## config.mk

```make
export PLATFORM = sky130hd
export DESIGN_NAME = mrc_back_flat
export DESIGN_NICKNAME = d
export VERILOG_FILES = /design/src/hw/rtl/mrc_pkg.sv /design/src/hw/rtl/mrc_if.sv /design/src/hw/rtl/mrc_back.sv /design/src/flat_wrapper.sv
export SDC_FILE = /design/constraint.sdc
export NUM_CORES = 1
export LEC_CHECK = 0
export ABC_CLOCK_PERIOD_IN_PS = 14660
export BUFFER_PORTS_ARGS = -buffer_cell sky130_fd_sc_hd__buf_4
export CORE_MARGIN = 8
export CORE_UTILIZATION = 45
export CTS_CLUSTER_SIZE = 28
export DETAILED_ROUTE_END_ITERATION = 10
export GPL_TIMING_DRIVEN = 0
export PLACE_DENSITY = 0.67
export SLEW_MARGIN = 20
export SYNTH_ARGS = -nofsm -noshare
export SYNTH_HDL_FRONTEND = slang
export SYNTH_SLANG_ARGS = --single-unit
```

## constraint.sdc

```tcl
create_clock -name i_clk -period 14.66 [get_ports i_clk]
set_clock_uncertainty 0.1 [all_clocks]
set_input_delay 1.466 -clock i_clk [delete_from_list [all_inputs] [get_ports i_clk]]
set_output_delay 1.466 -clock i_clk [all_outputs]
set_load 0.01 [all_outputs]
```

## src/hw/rtl/mrc_pkg.sv

```systemverilog
// Shared types, constants and CRC/scaling functions for the Modbus response checker.
// No dependencies; every other file imports this package.
`default_nettype none

package mrc_pkg;

    localparam int BYTE_W      = 8;
    localparam int USED_BYTES  = 15;
    localparam int CRC_SPAN    = 13;
    localparam int SNAP_SIX    = 6;
    localparam int CNT_W       = 4;
    localparam int QUEUE_DEPTH = 2;
    localparam int TEMP_W      = 6;
    localparam int VOLT_W      = 13;
    localparam int CFG_IDX_W   = 2;

    localparam logic [15:0] CRC_INIT = 16'hFFFF;
    localparam logic [15:0] CRC_POLY = 16'hA001;

    localparam logic [BYTE_W-1:0] FN_READ         = 8'h03;
    localparam logic [BYTE_W-1:0] FN_WRITE        = 8'h06;
    localparam logic [BYTE_W-1:0] READ_BYTE_COUNT = 8'h0A;
    localparam logic [BYTE_W-1:0] HIGH_BYTE_MAX   = 8'h01;

    // x / 10 == (x * 52429) >> 19 for any 16-bit x
    localparam logic [16:0] DIV10_MUL   = 17'd52429;
    localparam int          DIV10_SHIFT = 19;

    localparam logic [CFG_IDX_W-1:0] REG_EXP_ADDR  = 2'd0;
    localparam logic [CFG_IDX_W-1:0] REG_EXP_VALUE = 2'd1;

    localparam logic [15:0]       EXP_ADDR_RST  = 16'd2;
    localparam logic [15:0]       EXP_VALUE_RST = 16'd0;
    localparam logic [VOLT_W-1:0] VOLT_RST      = 13'd10;
    localparam logic [VOLT_W-1:0] CURR_RST      = 13'd20;

    typedef enum logic [2:0] {
        ST_OK,
        ST_BAD_FUNC,
        ST_READ_CRC,
        ST_BYTE_COUNT,
        ST_RANGE,
        ST_WRITE_CRC,
        ST_ECHO_MISMATCH
    } t_status;

    typedef struct packed {
        logic [USED_BYTES-1:0][BYTE_W-1:0] bytes;
        logic [15:0]                       crc;
        logic [15:0]                       crc6;
        logic [15:0]                       crc13;
        logic [CNT_W-1:0]                  cnt;
    } t_frame_rec;

    function automatic logic [15:0] crc_feed(input logic [15:0] crc, input logic [7:0] b);
        logic [15:0] c;
        c = crc ^ {8'h00, b};
        for (int i = 0; i < 8; i++) begin
            c = c[0] ? ((c >> 1) ^ CRC_POLY) : (c >> 1);
        end
        return c;
    endfunction

    function automatic logic [VOLT_W-1:0] div10(input logic [15:0] x);
        logic [32:0] p;
        p = {17'd0, x} * {16'd0, DIV10_MUL};
        return p[DIV10_SHIFT +: VOLT_W];
    endfunction

endpackage

`default_nettype wire

```

## src/hw/rtl/mrc_if.sv

```systemverilog
// Valid/ready channel interfaces: received bytes, results and configuration writes.
// Depends on mrc_pkg for field widths.
`default_nettype none


interface mrc_out_if import mrc_pkg::*; ();
    logic              valid;
    logic              ready;
    logic [2:0]        status;
    logic [15:0]       alarm_word;
    logic [TEMP_W-1:0] water_temp;
    logic [TEMP_W-1:0] setpoint;
    logic [VOLT_W-1:0] voltage;
    logic [VOLT_W-1:0] current;
    logic              system_on;
    logic              link_released;

    modport source (output valid, output status, output alarm_word, output water_temp,
                    output setpoint, output voltage, output current, output system_on,
                    output link_released, input ready);
    modport sink   (input valid, input status, input alarm_word, input water_temp,
                    input setpoint, input voltage, input current, input system_on,
                    input link_released, output ready);
endinterface


`default_nettype wire

```

## src/hw/rtl/mrc_back.sv

```systemverilog
// Back end: pads short-frame CRCs, checks the frame, scales values and holds results.
// Depends on mrc_pkg, mrc_if.
`default_nettype none

module mrc_back import mrc_pkg::*; (
    input  wire logic        i_clk,
    input  wire logic        i_rst_n,
    input  wire logic        i_q_valid,
    input  wire t_frame_rec  i_q_rec,
    output logic             o_pop,
    input  wire logic [15:0] i_exp_addr,
    input  wire logic [15:0] i_exp_value,
    mrc_out_if.source        o_out
);

    typedef struct packed {
        t_status     status;
        logic        released;
        logic        upd_read;
        logic        upd_sys;
        logic        sys_val;
        logic [15:0] alarm;
        logic [15:0] temp_raw;
        logic [15:0] set_raw;
        logic [15:0] volt_raw;
        logic [15:0] curr_raw;
    } t_eval;

    logic        r_a_busy;
    t_frame_rec  r_a;
    logic [15:0] pad_crc;
    logic        a_done, a_fire;

    logic        r_b_valid;
    t_eval       r_b, ev;
    logic        b_fire, b_free;

    logic [VOLT_W-1:0] q_temp, q_set, q_volt, q_curr;

    logic              r_o_valid;
    t_status           r_o_status;
    logic              r_o_released;
    logic [15:0]       r_alarm;
    logic [TEMP_W-1:0] r_temp, r_set;
    logic [VOLT_W-1:0] r_volt, r_curr;
    logic              r_sys_on;

    logic [USED_BYTES-1:0][BYTE_W-1:0] b;

    assign pad_crc = crc_feed(r_a.crc, 8'h00);
    assign a_done  = r_a_busy && (r_a.cnt == CNT_W'(CRC_SPAN));
    assign b_fire  = r_b_valid && (!r_o_valid || o_out.ready);
    assign b_free  = !r_b_valid || b_fire;
    assign a_fire  = a_done && b_free;
    assign o_pop   = i_q_valid && (!r_a_busy || a_fire);
    assign b       = r_a.bytes;

    always_comb begin
        ev          = '0;
        ev.status   = ST_OK;
        ev.alarm    = {b[3], b[4]};
        ev.temp_raw = {b[5], b[6]};
        ev.set_raw  = {b[7], b[8]};
        ev.volt_raw = {b[9], b[10]};
        ev.curr_raw = {b[11], b[12]};
        ev.sys_val  = ({b[4], b[5]} != 16'h0000);
        priority if (b[1] == FN_READ) begin
            if (r_a.crc13[7:0] != b[13] || r_a.crc13[15:8] != b[14]) begin
                ev.status = ST_READ_CRC;
            end else if (b[2] != READ_BYTE_COUNT) begin
                ev.status = ST_BYTE_COUNT;
            end else if (b[5] > HIGH_BYTE_MAX || b[7] > HIGH_BYTE_MAX) begin
                ev.status = ST_RANGE;
            end else begin
                ev.upd_read = 1'b1;
                ev.released = 1'b1;
            end
        end else if (b[1] == FN_WRITE) begin
            if (r_a.crc6[7:0] != b[6] || r_a.crc6[15:8] != b[7]) begin
                ev.status = ST_WRITE_CRC;
            end else begin
                ev.released = 1'b1;
                if ({b[2], b[3]} != i_exp_addr || {b[4], b[5]} != i_exp_value) begin
                    ev.status = ST_ECHO_MISMATCH;
                end else begin
                    ev.upd_sys = 1'b1;
                end
            end
        end else begin
            ev.status = ST_BAD_FUNC;
        end
    end

    assign q_temp = div10(r_b.temp_raw);
    assign q_set  = div10(r_b.set_raw);
    assign q_volt = div10(r_b.volt_raw);
    assign q_curr = div10(r_b.curr_raw);

    always_ff @(posedge i_clk) begin
        if (!i_rst_n) begin
            r_a_busy  <= 1'b0;
            r_b_valid <= 1'b0;
            r_o_valid <= 1'b0;
            r_alarm   <= '0;
            r_temp    <= '0;
            r_set     <= '0;
            r_volt    <= VOLT_RST;
            r_curr    <= CURR_RST;
            r_sys_on  <= 1'b0;
        end else begin
            if (o_pop) begin
                r_a_busy <= 1'b1;
            end else if (a_fire) begin
                r_a_busy <= 1'b0;
            end
            if (a_fire) begin
                r_b_valid <= 1'b1;
            end else if (b_fire) begin
                r_b_valid <= 1'b0;
            end
            if (b_fire) begin
                r_o_valid <= 1'b1;
            end else if (o_out.ready) begin
                r_o_valid <= 1'b0;
            end
            if (b_fire && r_b.upd_read) begin
                r_alarm <= r_b.alarm;
                r_temp  <= q_temp[TEMP_W-1:0];
                if (q_set != '0) begin
                    r_set <= q_set[TEMP_W-1:0];
                end
                r_volt  <= q_volt;
                r_curr  <= q_curr;
            end
            if (b_fire && r_b.upd_sys) begin
                r_sys_on <= r_b.sys_val;
            end
        end
    end

    always_ff @(posedge i_clk) begin
        if (o_pop) begin
            r_a <= i_q_rec;
        end else if (r_a_busy && !a_done) begin
            r_a.crc <= pad_crc;
            if (r_a.cnt == CNT_W'(SNAP_SIX - 1)) begin
                r_a.crc6 <= pad_crc;
            end
            if (r_a.cnt == CNT_W'(CRC_SPAN - 1)) begin
                r_a.crc13 <= pad_crc;
            end
            r_a.cnt <= r_a.cnt + CNT_W'(1);
        end
        if (a_fire) begin
            r_b <= ev;
        end
        if (b_fire) begin
            r_o_status   <= r_b.status;
            r_o_released <= r_b.released;
        end
    end

    assign o_out.valid         = r_o_valid;
    assign o_out.status        = r_o_status;
    assign o_out.alarm_word    = r_alarm;
    assign o_out.water_temp    = r_temp;
    assign o_out.setpoint      = r_set;
    assign o_out.voltage       = r_volt;
    assign o_out.current       = r_curr;
    assign o_out.system_on     = r_sys_on;
    assign o_out.link_released = r_o_released;

    a_release_status: assert property (@(posedge i_clk) disable iff (!i_rst_n)
        r_o_valid |-> (r_o_released ==
            (r_o_status == ST_OK || r_o_status == ST_ECHO_MISMATCH)))
        else $error("link release disagrees with status");

    a_pad_advance: assert property (@(posedge i_clk) disable iff (!i_rst_n)
        (r_a_busy && !a_done) |=> (r_a.cnt == $past(r_a.cnt) + CNT_W'(1)))
        else $error("CRC padding did not advance");

    a_out_load: assert property (@(posedge i_clk) disable iff (!i_rst_n)
        b_fire |=> r_o_valid) else $error("result lost on output load");

endmodule

`default_nettype wire

```

## src/flat_wrapper.sv

```systemverilog
// flat-port wrapper written by rule: the top's interface ports become plain ports
module mrc_back_flat import mrc_pkg::*;
  (i_clk, i_rst_n, i_q_valid, i_q_rec, o_pop, i_exp_addr, i_exp_value, o_out_valid, o_out_status, o_out_alarm_word, o_out_water_temp, o_out_setpoint, o_out_voltage, o_out_current, o_out_system_on, o_out_link_released, o_out_ready);
  mrc_out_if o_out_i ();
  input  wire logic i_clk;
  input  wire logic i_rst_n;
  input  wire logic i_q_valid;
  input  wire t_frame_rec i_q_rec;
  output logic o_pop;
  input  wire logic [15:0] i_exp_addr;
  input  wire logic [15:0] i_exp_value;
  output wire logic [$bits(o_out_i.valid)-1:0] o_out_valid;
  output wire logic [$bits(o_out_i.status)-1:0] o_out_status;
  output wire logic [$bits(o_out_i.alarm_word)-1:0] o_out_alarm_word;
  output wire logic [$bits(o_out_i.water_temp)-1:0] o_out_water_temp;
  output wire logic [$bits(o_out_i.setpoint)-1:0] o_out_setpoint;
  output wire logic [$bits(o_out_i.voltage)-1:0] o_out_voltage;
  output wire logic [$bits(o_out_i.current)-1:0] o_out_current;
  output wire logic [$bits(o_out_i.system_on)-1:0] o_out_system_on;
  output wire logic [$bits(o_out_i.link_released)-1:0] o_out_link_released;
  input wire logic [$bits(o_out_i.ready)-1:0] o_out_ready;
  assign o_out_valid = o_out_i.valid;
  assign o_out_status = o_out_i.status;
  assign o_out_alarm_word = o_out_i.alarm_word;
  assign o_out_water_temp = o_out_i.water_temp;
  assign o_out_setpoint = o_out_i.setpoint;
  assign o_out_voltage = o_out_i.voltage;
  assign o_out_current = o_out_i.current;
  assign o_out_system_on = o_out_i.system_on;
  assign o_out_link_released = o_out_i.link_released;
  assign o_out_i.ready = o_out_ready;
  mrc_back u_core (.i_clk(i_clk), .i_rst_n(i_rst_n), .i_q_valid(i_q_valid), .i_q_rec(i_q_rec), .o_pop(o_pop), .i_exp_addr(i_exp_addr), .i_exp_value(i_exp_value), .o_out(o_out_i));
endmodule
```

==> impl_metrics.env <==
export IMPL_status="finished, final reports clean"
export IMPL_grt_pass1_wl_um=109000
export IMPL_hpwl_um=59900
export IMPL_ys_top_cells_by_count="580 x inv_1, 490 x ha_1, 316 x fa_1"
export IMPL_yosys_area_top_type_share_pct=27.2
export IMPL_syn_nets=3479
export IMPL_power_total_mw=3.45
export IMPL_setup_viol=0
export IMPL_tightest_slew_ns=1.07
export IMPL_post_route_period_util_pct=46.3
export IMPL_clk_latency_ns=0.56
export IMPL_timing_fmax_mhz=147
export IMPL_critPathArrivalTime_ns=7.17
export IMPL_place_gp_congestion=0.918
export IMPL_grt_overflow=0
export IMPL_slowest_delay_ns=0.59
export IMPL_end_kind="flop"
export IMPL_dieArea_um2=70700
export IMPL_relSlewSlack_pct=28.7
export IMPL_layout_area_seq_um2=8820
export IMPL_hold_viol=0
export IMPL_fin_cells=3635
export IMPL_crit_family="adder cells"
export IMPL_ys_types=72
export IMPL_htreeDepth=2
export IMPL_cts_resized=0
export IMPL_drtAntennaViolNets=0
export IMPL_drive_above_1_share_pct=12.6
export IMPL_syn2layout_area_growth_pct=16.0
export IMPL_syn_area_per_cell_um2=11.4
export IMPL_yosysTopAreaCell="edfxtp_1"
export IMPL_ys_seq_area_share_pct=31.4
export IMPL_cellPowerDensity_nw_per_um2=106
export IMPL_start_util_pct=45.6
export IMPL_cts_sinks=313
export IMPL_synthMostInstantiatedCell="inv_1"
export IMPL_wl_per_cell_um=19.2
export IMPL_rsz0062_at_grt="false"
export IMPL_post_cts_setup_buffers=0
export IMPL_dr_total_vias=18300
export IMPL_final_fill_count=5423
export IMPL_maxCapViolCount=0
export IMPL_clock_path_buffers=3
export IMPL_initialDrtViolationCount=857
export IMPL_drt_pass1_iterations=7
export IMPL_io_buffers=259
export IMPL_synth_top_flop_cell="edfxtp_1"
export IMPL_grt_max_degree=36
export IMPL_grt_pass1_vias=20100
export IMPL_netlist_area_um2=28100
export IMPL_multiInputGateArea_um2=17000
export IMPL_pin_count=269
export IMPL_cp_cell_sequence="ha_1 > ha_1 > inv_1 > fa_1 > inv_1 > fa_1 > fa_1 > fa_1 > ha_1 > nand3_1 > o211ai_1 > a211oi_1 > a211oi_2 > o221a_2 > a311oi_1 > mux2_2 > o41ai_4 > mux2i_1"
export IMPL_cp_start_kind="flop"
export IMPL_grt_use_total_pct=19.9
export IMPL_ctsHoldBuffers=0
export IMPL_maxSlewViolCount=0
export IMPL_syn_inst=2465
export IMPL_placementRows=91
export IMPL_synth_edf_count=255
export IMPL_cts_made_buffers=36
export IMPL_period_minus_slack_ns=6.79
export IMPL_diodes=0
export IMPL_ir_drop_mv=0.102
export IMPL_cts_tree="yes"
export IMPL_path_clk_slew_ns=0.06
export IMPL_synth_seq_cells=313
export IMPL_die_w_um=266
export IMPL_yosysWarnings=0
export IMPL_synthTopCellsByArea="edfxtp_1 27%, fa_1 23%, ha_1 22%, inv_1 7.7%, dfxtp_1 4.1%"
export IMPL_avgViaCountPerCell=5.02
export IMPL_antenna_found_initial=2
export IMPL_critical_path_class="flop to flop"
export IMPL_async_reset_ff_share_pct=0
export IMPL_drc_errors=0
export IMPL_worst_path_max_fanout=6
export IMPL_wl_um=69700
export IMPL_coreArea_um2=61700
export IMPL_cp_required_ns=15.04
export IMPL_die_h_um=266
export IMPL_root_buffer="clkbuf_16"
export IMPL_cp_common_cell="fa_1"
export IMPL_p_leak_nw=15.8
export IMPL_min_path_type="flop to flop"
export IMPL_nNetsFinal=3784
export IMPL_cp_slowest_cell="fa_1"
export IMPL_fin_util_pct=52.8
export IMPL_dp_cells=3569
export IMPL_critical_path_buf_inv_count=2
state kept, by name (all words and copies together) (netlist names):
name,cells
u_core.o_out.setpoint,6
u_core.r_a,52
u_core.b,112
u_core.o_out.system_on,1
u_core.r_a_busy,1
u_core.o_out.valid,1
u_core.r_b_valid,1
u_core.o_out.voltage,13
u_core.o_out.link_released,1
u_core.o_out.water_temp,6
u_core.o_out.alarm_word,16
u_core.o_out.current,13
u_core.r_b,87
u_core.o_out.status,3
layout make-up:
| type | instances | share of cell area (%) |
|---|---|---|
| inverters | 580 | 6.68 |
| clock inverters | 20 | 0.998 |
| well taps | 837 | 3.21 |
| plain buffers | 30 | 0.414 |
| clock buffers | 46 | 3.00 |
| flip-flops and latches | 313 | 27.0 |
| multi-input cells | 1542 | 52.1 |
| repair buffers | 267 | 6.52 |
per-layer routing:
metal  wire length (µm)  track usage (%)  vias up
met1              29000             24.8     8931
met4               2060             5.84        0
met3               5520             5.78      112
met2              33100             33.4      509
li1                   -                -     8704
met5                  0                0        -
worst paths after layout:
check                 start                  endpoint  slack, ns  cells past startpoint
max          u_core.r_b[41]  u_core.o_out.setpoint[4]       7.87                     18
min            u_core.b[78]            u_core.r_b[30]       0.31                      0
max reg2reg  u_core.r_b[41]  u_core.o_out.setpoint[4]       7.87                     18
min reg2reg    u_core.b[78]            u_core.r_b[30]       0.31                      0
power by group:
group	internal [mW]	total, mW	leakage (nW)	switching, mW
Combinational	0.608	1.38	12.3	0.771
Sequential	1.05	1.09	2.86	0.0423
Clock	0.588	0.974	0.628	0.386
Total	2.25	3.45	15.8	1.20
logic make-up after synthesis:
family,count (synthesis),synth area share [%]
AO/OA/AOI/OAI,224,5.43
AND/OR/NAND/NOR,376,6.36
buffers and inverters,610,8.22
flip-flops,313,31.4
adder cells (fa/ha/maj),806,44.3
XOR/XNOR,126,3.93
multiplexers,10,0.378
worst register-to-register path, delay by kind of cell (launching register included):
family / cells / cell delay [ns]
AO/OA/AOI/OAI: 6 / 2.06
multiplexers: 2 / 0.66
AND/OR/NAND/NOR: 1 / 0.16
buffers and inverters: 2 / 0.13
adder cells (fa/ha/maj): 7 / 3.08
flip-flops: 1 / 0.52
placed cells by master (no fill, tap or decap), drive strengths merged, types with 13 or more instances in the layout:
master,n
inv,582
ha,490
fa,316
buf,273
edfxtp,255
nand2,145
xnor2,85
nor2,80
clkbuf,69
dfxtp,58
o21ai,50
xor2,41
a21oi,41
a21o,34
nand4,31
a21boi,31
nand3,29
and2,14
nor3,14
nor4,13
per-stage QoR:
stage / worst slack [ns] / area [µm²] / hold slack [ns] / setup TNS [ns]
6_report: 7.87 / 32600 / 0.313 / 0
5_1_grt: 7.63 / 32600 / 0.323 / 0
4_1_cts: 7.88 / 32600 / 0.318 / 0
3_5_place_dp: 7.94 / 31300 / 0.305 / 0
3_3_place_gp: -1.58 / 31100 / 0.303 / -8.61
2_1_floorplan: 3.15 / 28100 / 0.300 / 0
Note: power is estimated with default switching activity, not from simulation.
